**src/rtl/mmbc_pkg.sv**
```systemverilog
// ----------------------------------------------------------------------------
// mmbc_pkg
// Kind codes, polynomials, masks and byte-wide CRC update functions shared by
// the multi-mode byte CRC block.
// ----------------------------------------------------------------------------
package mmbc_pkg;

  // Width of the kind register and of the running CRC
  localparam int unsigned KindW = 3;
  localparam int unsigned CrcW  = 32;

  // Kind codes
  localparam logic [KindW-1:0] KIND_CRC4_REFL  = 3'd0;
  localparam logic [KindW-1:0] KIND_CRC8       = 3'd1;
  localparam logic [KindW-1:0] KIND_CRC16      = 3'd2;
  localparam logic [KindW-1:0] KIND_CRC24Q     = 3'd3;
  localparam logic [KindW-1:0] KIND_CRC32_INV  = 3'd4;
  localparam logic [KindW-1:0] KIND_CRC32_REFL = 3'd5;

  localparam logic [KindW-1:0] KIND_RESET = KIND_CRC24Q;

  // Polynomials
  localparam logic [CrcW-1:0] POLY_CRC4_REFL  = 32'h0000_0009;
  localparam logic [CrcW-1:0] POLY_CRC8       = 32'h0000_0007;
  localparam logic [CrcW-1:0] POLY_CRC16      = 32'h0000_1021;
  localparam logic [CrcW-1:0] POLY_CRC24Q     = 32'h0086_4cfb;
  localparam logic [CrcW-1:0] POLY_CRC32      = 32'h04c1_1db7;
  localparam logic [CrcW-1:0] POLY_CRC32_REFL = 32'hedb8_8320;

  // Width masks
  localparam logic [CrcW-1:0] MASK4  = 32'h0000_000f;
  localparam logic [CrcW-1:0] MASK8  = 32'h0000_00ff;
  localparam logic [CrcW-1:0] MASK16 = 32'h0000_ffff;
  localparam logic [CrcW-1:0] MASK24 = 32'h00ff_ffff;
  localparam logic [CrcW-1:0] MASK32 = 32'hffff_ffff;

  // MSB-first byte update; shift places the byte under the top of the width
  function automatic logic [CrcW-1:0] msb_update(input logic [CrcW-1:0] crc,
                                                 input logic [7:0]      data,
                                                 input logic [CrcW-1:0] poly,
                                                 input logic [CrcW-1:0] mask,
                                                 input logic [CrcW-1:0] top,
                                                 input logic [4:0]      shift);
    logic [CrcW-1:0] r;
    r = (crc ^ ({24'd0, data} << shift)) & mask;
    for (int i = 0; i < 8; i++) begin
      if ((r & top) != '0) begin
        r = ((r << 1) ^ poly) & mask;
      end else begin
        r = (r << 1) & mask;
      end
    end
    return r;
  endfunction

  // LSB-first (reflected) byte update
  function automatic logic [CrcW-1:0] lsb_update(input logic [CrcW-1:0] crc,
                                                 input logic [7:0]      data,
                                                 input logic [CrcW-1:0] poly);
    logic [CrcW-1:0] r;
    r = crc ^ {24'd0, data};
    for (int i = 0; i < 8; i++) begin
      if (r[0]) begin
        r = (r >> 1) ^ poly;
      end else begin
        r = r >> 1;
      end
    end
    return r;
  endfunction

endpackage

```
**src/rtl/mmbc_update.sv**
```systemverilog
// ----------------------------------------------------------------------------
// mmbc_update
// One-byte CRC update for the selected kind: next register value and the
// masked CRC shown for this byte.
// ----------------------------------------------------------------------------
module mmbc_update (
  input  logic [mmbc_pkg::KindW-1:0] crc_kind_i,
  input  logic [mmbc_pkg::CrcW-1:0]  crc_i,
  input  logic [7:0]                 data_byte_i,
  output logic [mmbc_pkg::CrcW-1:0]  crc_next_o,
  output logic [mmbc_pkg::CrcW-1:0]  crc_value_o
);

  // Kind select; CRC-32 standard kind keeps the register inverted
  always_comb begin
    crc_next_o  = crc_i;
    crc_value_o = '0;
    case (crc_kind_i)
      mmbc_pkg::KIND_CRC4_REFL: begin
        crc_next_o = mmbc_pkg::lsb_update(crc_i & mmbc_pkg::MASK4, data_byte_i,
                                          mmbc_pkg::POLY_CRC4_REFL) & mmbc_pkg::MASK4;
        crc_value_o = crc_next_o;
      end
      mmbc_pkg::KIND_CRC8: begin
        crc_next_o = mmbc_pkg::msb_update(crc_i & mmbc_pkg::MASK8, data_byte_i,
                                          mmbc_pkg::POLY_CRC8, mmbc_pkg::MASK8,
                                          32'h0000_0080, 5'd0);
        crc_value_o = crc_next_o;
      end
      mmbc_pkg::KIND_CRC16: begin
        crc_next_o = mmbc_pkg::msb_update(crc_i & mmbc_pkg::MASK16, data_byte_i,
                                          mmbc_pkg::POLY_CRC16, mmbc_pkg::MASK16,
                                          32'h0000_8000, 5'd8);
        crc_value_o = crc_next_o;
      end
      mmbc_pkg::KIND_CRC24Q: begin
        crc_next_o = mmbc_pkg::msb_update(crc_i & mmbc_pkg::MASK24, data_byte_i,
                                          mmbc_pkg::POLY_CRC24Q, mmbc_pkg::MASK24,
                                          32'h0080_0000, 5'd16);
        crc_value_o = crc_next_o;
      end
      mmbc_pkg::KIND_CRC32_INV: begin
        crc_next_o = mmbc_pkg::msb_update(crc_i ^ mmbc_pkg::MASK32, data_byte_i,
                                          mmbc_pkg::POLY_CRC32, mmbc_pkg::MASK32,
                                          32'h8000_0000, 5'd24) ^ mmbc_pkg::MASK32;
        crc_value_o = crc_next_o;
      end
      mmbc_pkg::KIND_CRC32_REFL: begin
        crc_next_o = mmbc_pkg::lsb_update(crc_i, data_byte_i,
                                          mmbc_pkg::POLY_CRC32_REFL);
        crc_value_o = crc_next_o;
      end
      default: begin
        // unused kind: register held, result zero
        crc_next_o  = crc_i;
        crc_value_o = '0;
      end
    endcase
  end

endmodule

```
**src/rtl/multi_mode_byte_crc_top.sv**
```systemverilog
// ----------------------------------------------------------------------------
// multi_mode_byte_crc_top
// Byte-serial CRC engine for CRC-4/8/16/24Q/32 kinds; one CRC result per
// message byte, register cleared after the last byte of a message.
// ----------------------------------------------------------------------------
//
//  Channel  Signals                                       Dir  Handshake
//  -------  --------------------------------------------  ---  -----------
//  in       data_byte_i, last_in_message_i                in   valid/ready
//  out      crc_value_o                                   out  valid/ready
//  cfg      cfg_we_i, cfg_wdata_i (crc_kind)              in   write enable
//
//  One item per cycle sustained while the output is not stalled; the result
//  passes through the input register, then the CRC update into the result register.
//  The running CRC and the result register load in the same cycle, so the
//  CRC update loop sets the rate.
//  Reset clears the CRC, the valid flags, and sets the kind to CRC-24Q.
//  A stalled output holds both stages; input ready drops only when both are full and the output is stalled.
//
module multi_mode_byte_crc_top (
  input  logic                        clk_i,
  input  logic                        rst_ni,
  // configuration
  input  logic                        cfg_we_i,
  input  logic [mmbc_pkg::KindW-1:0]  cfg_wdata_i,
  // input items
  input  logic                        in_valid_i,
  output logic                        in_ready_o,
  input  logic [7:0]                  data_byte_i,
  input  logic                        last_in_message_i,
  // result items
  output logic                        out_valid_o,
  input  logic                        out_ready_i,
  output logic [mmbc_pkg::CrcW-1:0]   crc_value_o
);

  logic [mmbc_pkg::KindW-1:0] kind_q;
  logic                       s1_valid_q, s1_valid_d;
  logic [7:0]                 s1_byte_q;
  logic                       s1_last_q;
  logic                       out_valid_q, out_valid_d;
  logic [mmbc_pkg::CrcW-1:0]  out_crc_q;
  logic [mmbc_pkg::CrcW-1:0]  crc_q, crc_d;
  logic [mmbc_pkg::CrcW-1:0]  crc_next;
  logic [mmbc_pkg::CrcW-1:0]  crc_value;
  logic                       advance;
  logic                       in_take;

  // flow control
  assign advance    = !out_valid_q || out_ready_i;
  assign in_ready_o = !s1_valid_q || advance;
  assign in_take    = in_valid_i && in_ready_o;

  assign s1_valid_d  = in_take ? 1'b1 : (advance ? 1'b0 : s1_valid_q);
  assign out_valid_d = advance ? s1_valid_q : out_valid_q;

  // kind register
  always_ff @(posedge clk_i or negedge rst_ni) begin
    if (!rst_ni) begin
      kind_q <= mmbc_pkg::KIND_RESET;
    end else if (cfg_we_i) begin
      kind_q <= cfg_wdata_i;
    end
  end

  // valid flags
  always_ff @(posedge clk_i or negedge rst_ni) begin
    if (!rst_ni) begin
      s1_valid_q  <= 1'b0;
      out_valid_q <= 1'b0;
    end else begin
      s1_valid_q  <= s1_valid_d;
      out_valid_q <= out_valid_d;
    end
  end

  // input register
  always_ff @(posedge clk_i) begin
    if (in_take) begin
      s1_byte_q <= data_byte_i;
      s1_last_q <= last_in_message_i;
    end
  end

  // CRC update
  mmbc_update u_update (
    .crc_kind_i  (kind_q),
    .crc_i       (crc_q),
    .data_byte_i (s1_byte_q),
    .crc_next_o  (crc_next),
    .crc_value_o (crc_value)
  );

  // running CRC, cleared after the last byte of a message
  always_comb begin
    crc_d = crc_q;
    if (advance && s1_valid_q) begin
      crc_d = s1_last_q ? '0 : crc_next;
    end
  end

  always_ff @(posedge clk_i or negedge rst_ni) begin
    if (!rst_ni) begin
      crc_q <= '0;
    end else begin
      crc_q <= crc_d;
    end
  end

  // result register
  always_ff @(posedge clk_i) begin
    if (advance && s1_valid_q) begin
      out_crc_q <= crc_value;
    end
  end

  assign out_valid_o = out_valid_q;
  assign crc_value_o = out_crc_q;

endmodule
```
**config.mk**
```make
export PLATFORM = sky130hd
export DESIGN_NAME = multi_mode_byte_crc_top
export DESIGN_NICKNAME = d
export VERILOG_FILES = /design/src/rtl/mmbc_pkg.sv /design/src/rtl/mmbc_update.sv /design/src/rtl/multi_mode_byte_crc_top.sv
export SDC_FILE = /design/constraint.sdc
export NUM_CORES = 1
export LEC_CHECK = 0
export BUFFER_PORTS_ARGS = -buffer_cell sky130_fd_sc_hd__buf_4
export CORE_UTILIZATION = 32
export DETAILED_ROUTE_END_ITERATION = 10
export PLACE_DENSITY_LB_ADDON = 0.15
export SYNTH_ARGS = -nofsm -noshare
export SYNTH_HDL_FRONTEND = slang
export SYNTH_SLANG_ARGS = --single-unit
```
**constraint.sdc**
```tcl
create_clock -name clk_i -period 3.8 [get_ports clk_i]
set_input_delay 0.76 -clock clk_i [delete_from_list [all_inputs] [get_ports clk_i]]
set_output_delay 0.76 -clock clk_i [all_outputs]
set_load 0.05 [all_outputs]
```
==> impl_metrics.ini <==
[run_status]
outcome = completed

[yosys]
syn-cell-area_sq_um = 6410
synthFlopType = edfxtp_1
synth-seq-cells = 78
ys_seq_area_share_pct = 33.7
synth-edff-count = 41
syn_inst = 521
synth_warnings = 0
syn_avg_cell_area_sq_um = 12.3
async_flop_share_pct = 47.4
yosysUniqueCellTypes = 60
synth_fp_nets = 538

[power]
clkPwrFrac_pct = 11.5
internal_power_mw = 4.12
swShare_pct = 47.4
power.leakage_nw = 2.89
power.density_nw_per_um2 = 1070
p_seq_share_pct = 19.9
ir_worst_vdd_uv = 425
p_switching_mw = 3.72
power_frac_comb_pct = 68.6

[clock_network]
cts_max_level = 3
cts_tree = built
insertion_delay_ps = 360
numCtsBuffers = 9
post_cts.repair.setup_buffers = 0
ctsResizeCount = 0
clock_path_buffers = 2
cts.sinks = 78
root_buffer = clkbuf_16
postCtsHoldBufs = 0
clk_pin_slew_ps = 70

[setup_path]
cp.buffers_inverters = 0
critPathKind = flip-flop to flip-flop
reg2reg_slack_ps = 480
max_stage_delay_ps = 1000
critPathTopFamily = XOR/XNOR gates
startpoint_type = flip-flop
cpMostUsedCell = xnor2_4
critPathRequiredTime_ps = 3880
critPathSlowestCell = edfxtp_1
worstPathMaxFanout = 10
end_kind = flip-flop
crit_arrival_ps = 3400
crit_chain = xnor2_4, xnor2_4, xnor2_1, o22ai_1, nor4_1, nand2_1

[drt]
drc = 0
dr.pass1.iters = 5
viasPerCell = 5.27
wl_um = 21500
wl_per_cell_um = 26.2
ant_nets = 0
drt-initial-drc-count = 438
vias = 4320

[timing]
rsz0062_at_grt = no
layout_setup_ws_ps = 479
max_slew.worst_pin.slew_ps = 996
fin_crit_sh_pct = 87.4
fin_skew_ps = 11.7
fmax_ghz = 0.301
drv_slew = 0
max-slew-margin-rel_pct = 33.6
setup_viol = 0
setup-tns-final_ps = 0
fin_crit_ps = 3320
finalHoldViolCount = 0

[die]
dieHeight_um = 144
die_width_um = 144
start_util_pct = 32.9
ioPinCount = 51
core.rowCount = 51
die-area_sq_um = 20600
core-area_sq_um = 19500

[global_route]
grt_overflow = 0
grt_use_total_pct = 22.2
grt_pass1_vias = 4349
grt_first_pass_wirelength_um = 31500
antenna_found_initial = 0
grt_max_degree = 38

[cells_and_area]
drive_above_1_share_pct = 23.4
antennaDiodeCount = 0
layout_commonest_cell = xnor2_1
regArea_sq_um = 2160
nNetsFinal = 567
multi_input_area_sq_um = 4040
mostFrequentLayoutCells = 119 x xnor2_1, 60 x buf_4, 47 x xor2_1
fill_cells = 1976
area_growth_pct = 13.9

[placement]
place_congestion = 0.950
pre_cts_ws_ps = 561
port_buffers = 50
hpwlAfterDp_um = 15900

[min_path]
hp-class = input pin to async pin

[run]
drv_cap = 0
## Yosys cell counts (all sizes together), types with 2 or more instances
cell type | count | area share [%]
xnor2 | 142 | 24
xor2 | 55 | 9.0
edfxtp | 41 | 19
dfrtp | 35 | 14
clkbuf | 27 | 1.6
a22o | 26 | 3.5
xnor3 | 26 | 9.2
o22ai | 18 | 1.9
buf | 16 | 1.8
o21ai | 15 | 1.2
nand2 | 14 | 0.82
nor2 | 13 | 0.76
a22oi | 9 | 1.1
nand2b | 7 | 0.68
o221ai | 6 | 0.92
a221o | 5 | 0.78
a21oi | 4 | 0.31
a221oi | 4 | 0.55
mux2 | 4 | 0.70
o211ai | 4 | 0.47
xor3 | 4 | 1.5
a211o | 3 | 0.41
a211oi | 3 | 0.35
a2bb2oi | 3 | 0.41
nand3b | 3 | 0.35
o221a | 3 | 0.53
a31oi | 2 | 0.20
a32oi | 2 | 0.27
and2 | 2 | 0.20
and3b | 2 | 0.27
dfstp | 2 | 0.82
inv | 2 | 0.12
mux2i | 2 | 0.31
nor3 | 2 | 0.16
nor3b | 2 | 0.31
or2 | 2 | 0.20
or3 | 2 | 0.20
## final cells by class
type | count | area share, %
clock buffers | 11 | 3.61
well taps | 265 | 4.54
flip-flops and latches | 78 | 29.6
repair buffers | 61 | 6.35
inverters | 2 | 0.103
multi-input cells | 398 | 55.3
clock inverters | 5 | 0.531
## stage by stage
stage          total power [mW]  hold WS [ps]  cell area, sq um  std cells  util (%)
3_3_place_gp               6.94           469              6990        803      35.8
5_1_grt                    8.21           434              7310        820      37.4
4_1_cts                    7.84           413              7290        819      37.4
6_report                   7.84           395              7310        820      37.4
3_5_place_dp               6.90           473              6990        803      35.8
2_1_floorplan              5.53           449              6410        521         -
## routing by layer
layer,GRT usage (%),part of all wire (%)
met1,30.2,45
met2,35.3,47
met3,4.10,5.3
met4,7.61,2.3
met5,0,0
## path summary, 6_finish.rpt
check                                           endpoint  cells past startpoint              startpoint
worst min register to register   out_valid_o$_DFFE_PN0P_                      1  s1_valid_q$_DFFE_PN0P_
worst max-delay path            crc_value_o[3]$_DFFE_PP_                      6  s1_byte_q[7]$_DFFE_PP_
max in group asynchronous          kind_q[1]$_DFFE_PN1P_                      1                  rst_ni
min in group clk_i               out_valid_o$_DFFE_PN0P_                      1  s1_valid_q$_DFFE_PN0P_
worst min-delay path               crc_q[17]$_DFFE_PN0P_                      1                  rst_ni
worst max register to register  crc_value_o[3]$_DFFE_PP_                      6  s1_byte_q[7]$_DFFE_PP_
## logic make-up (layout without fill, tap and decap cells)
| kind of cell | count (synthesis) | count (layout) | synth area share, % |
|---|---|---|---|
| AO/OA/AOI/OAI | 114 | 114 | 13.9 |
| buffers and inverters | 45 | 79 | 3.49 |
| multiplexers | 6 | 6 | 1.01 |
| AND/OR/NAND/NOR | 51 | 51 | 4.14 |
| XOR/XNOR | 227 | 227 | 43.8 |
| flip-flops | 78 | 78 | 33.7 |
## flip-flops by register name (all words and copies together), names as in the netlist
signal       flops
s1_last_q        1
out_valid_o      1
s1_byte_q        8
kind_q           3
crc_value_o     32
s1_valid_q       1
crc_q           32
## power by group through the flow
stage | combinational [mW] | clock (mW) | sequential [mW]
3_3_place_gp | 5.37 | 0 | 1.57
4_1_cts | 5.36 | 0.923 | 1.56
2_1_floorplan | 3.81 | 0 | 1.72
6_report | 5.38 | 0.899 | 1.56
5_1_grt | 5.68 | 0.947 | 1.58
3_5_place_dp | 5.33 | 0 | 1.57
No activity file was read; power rests on OpenSTA's default activity.
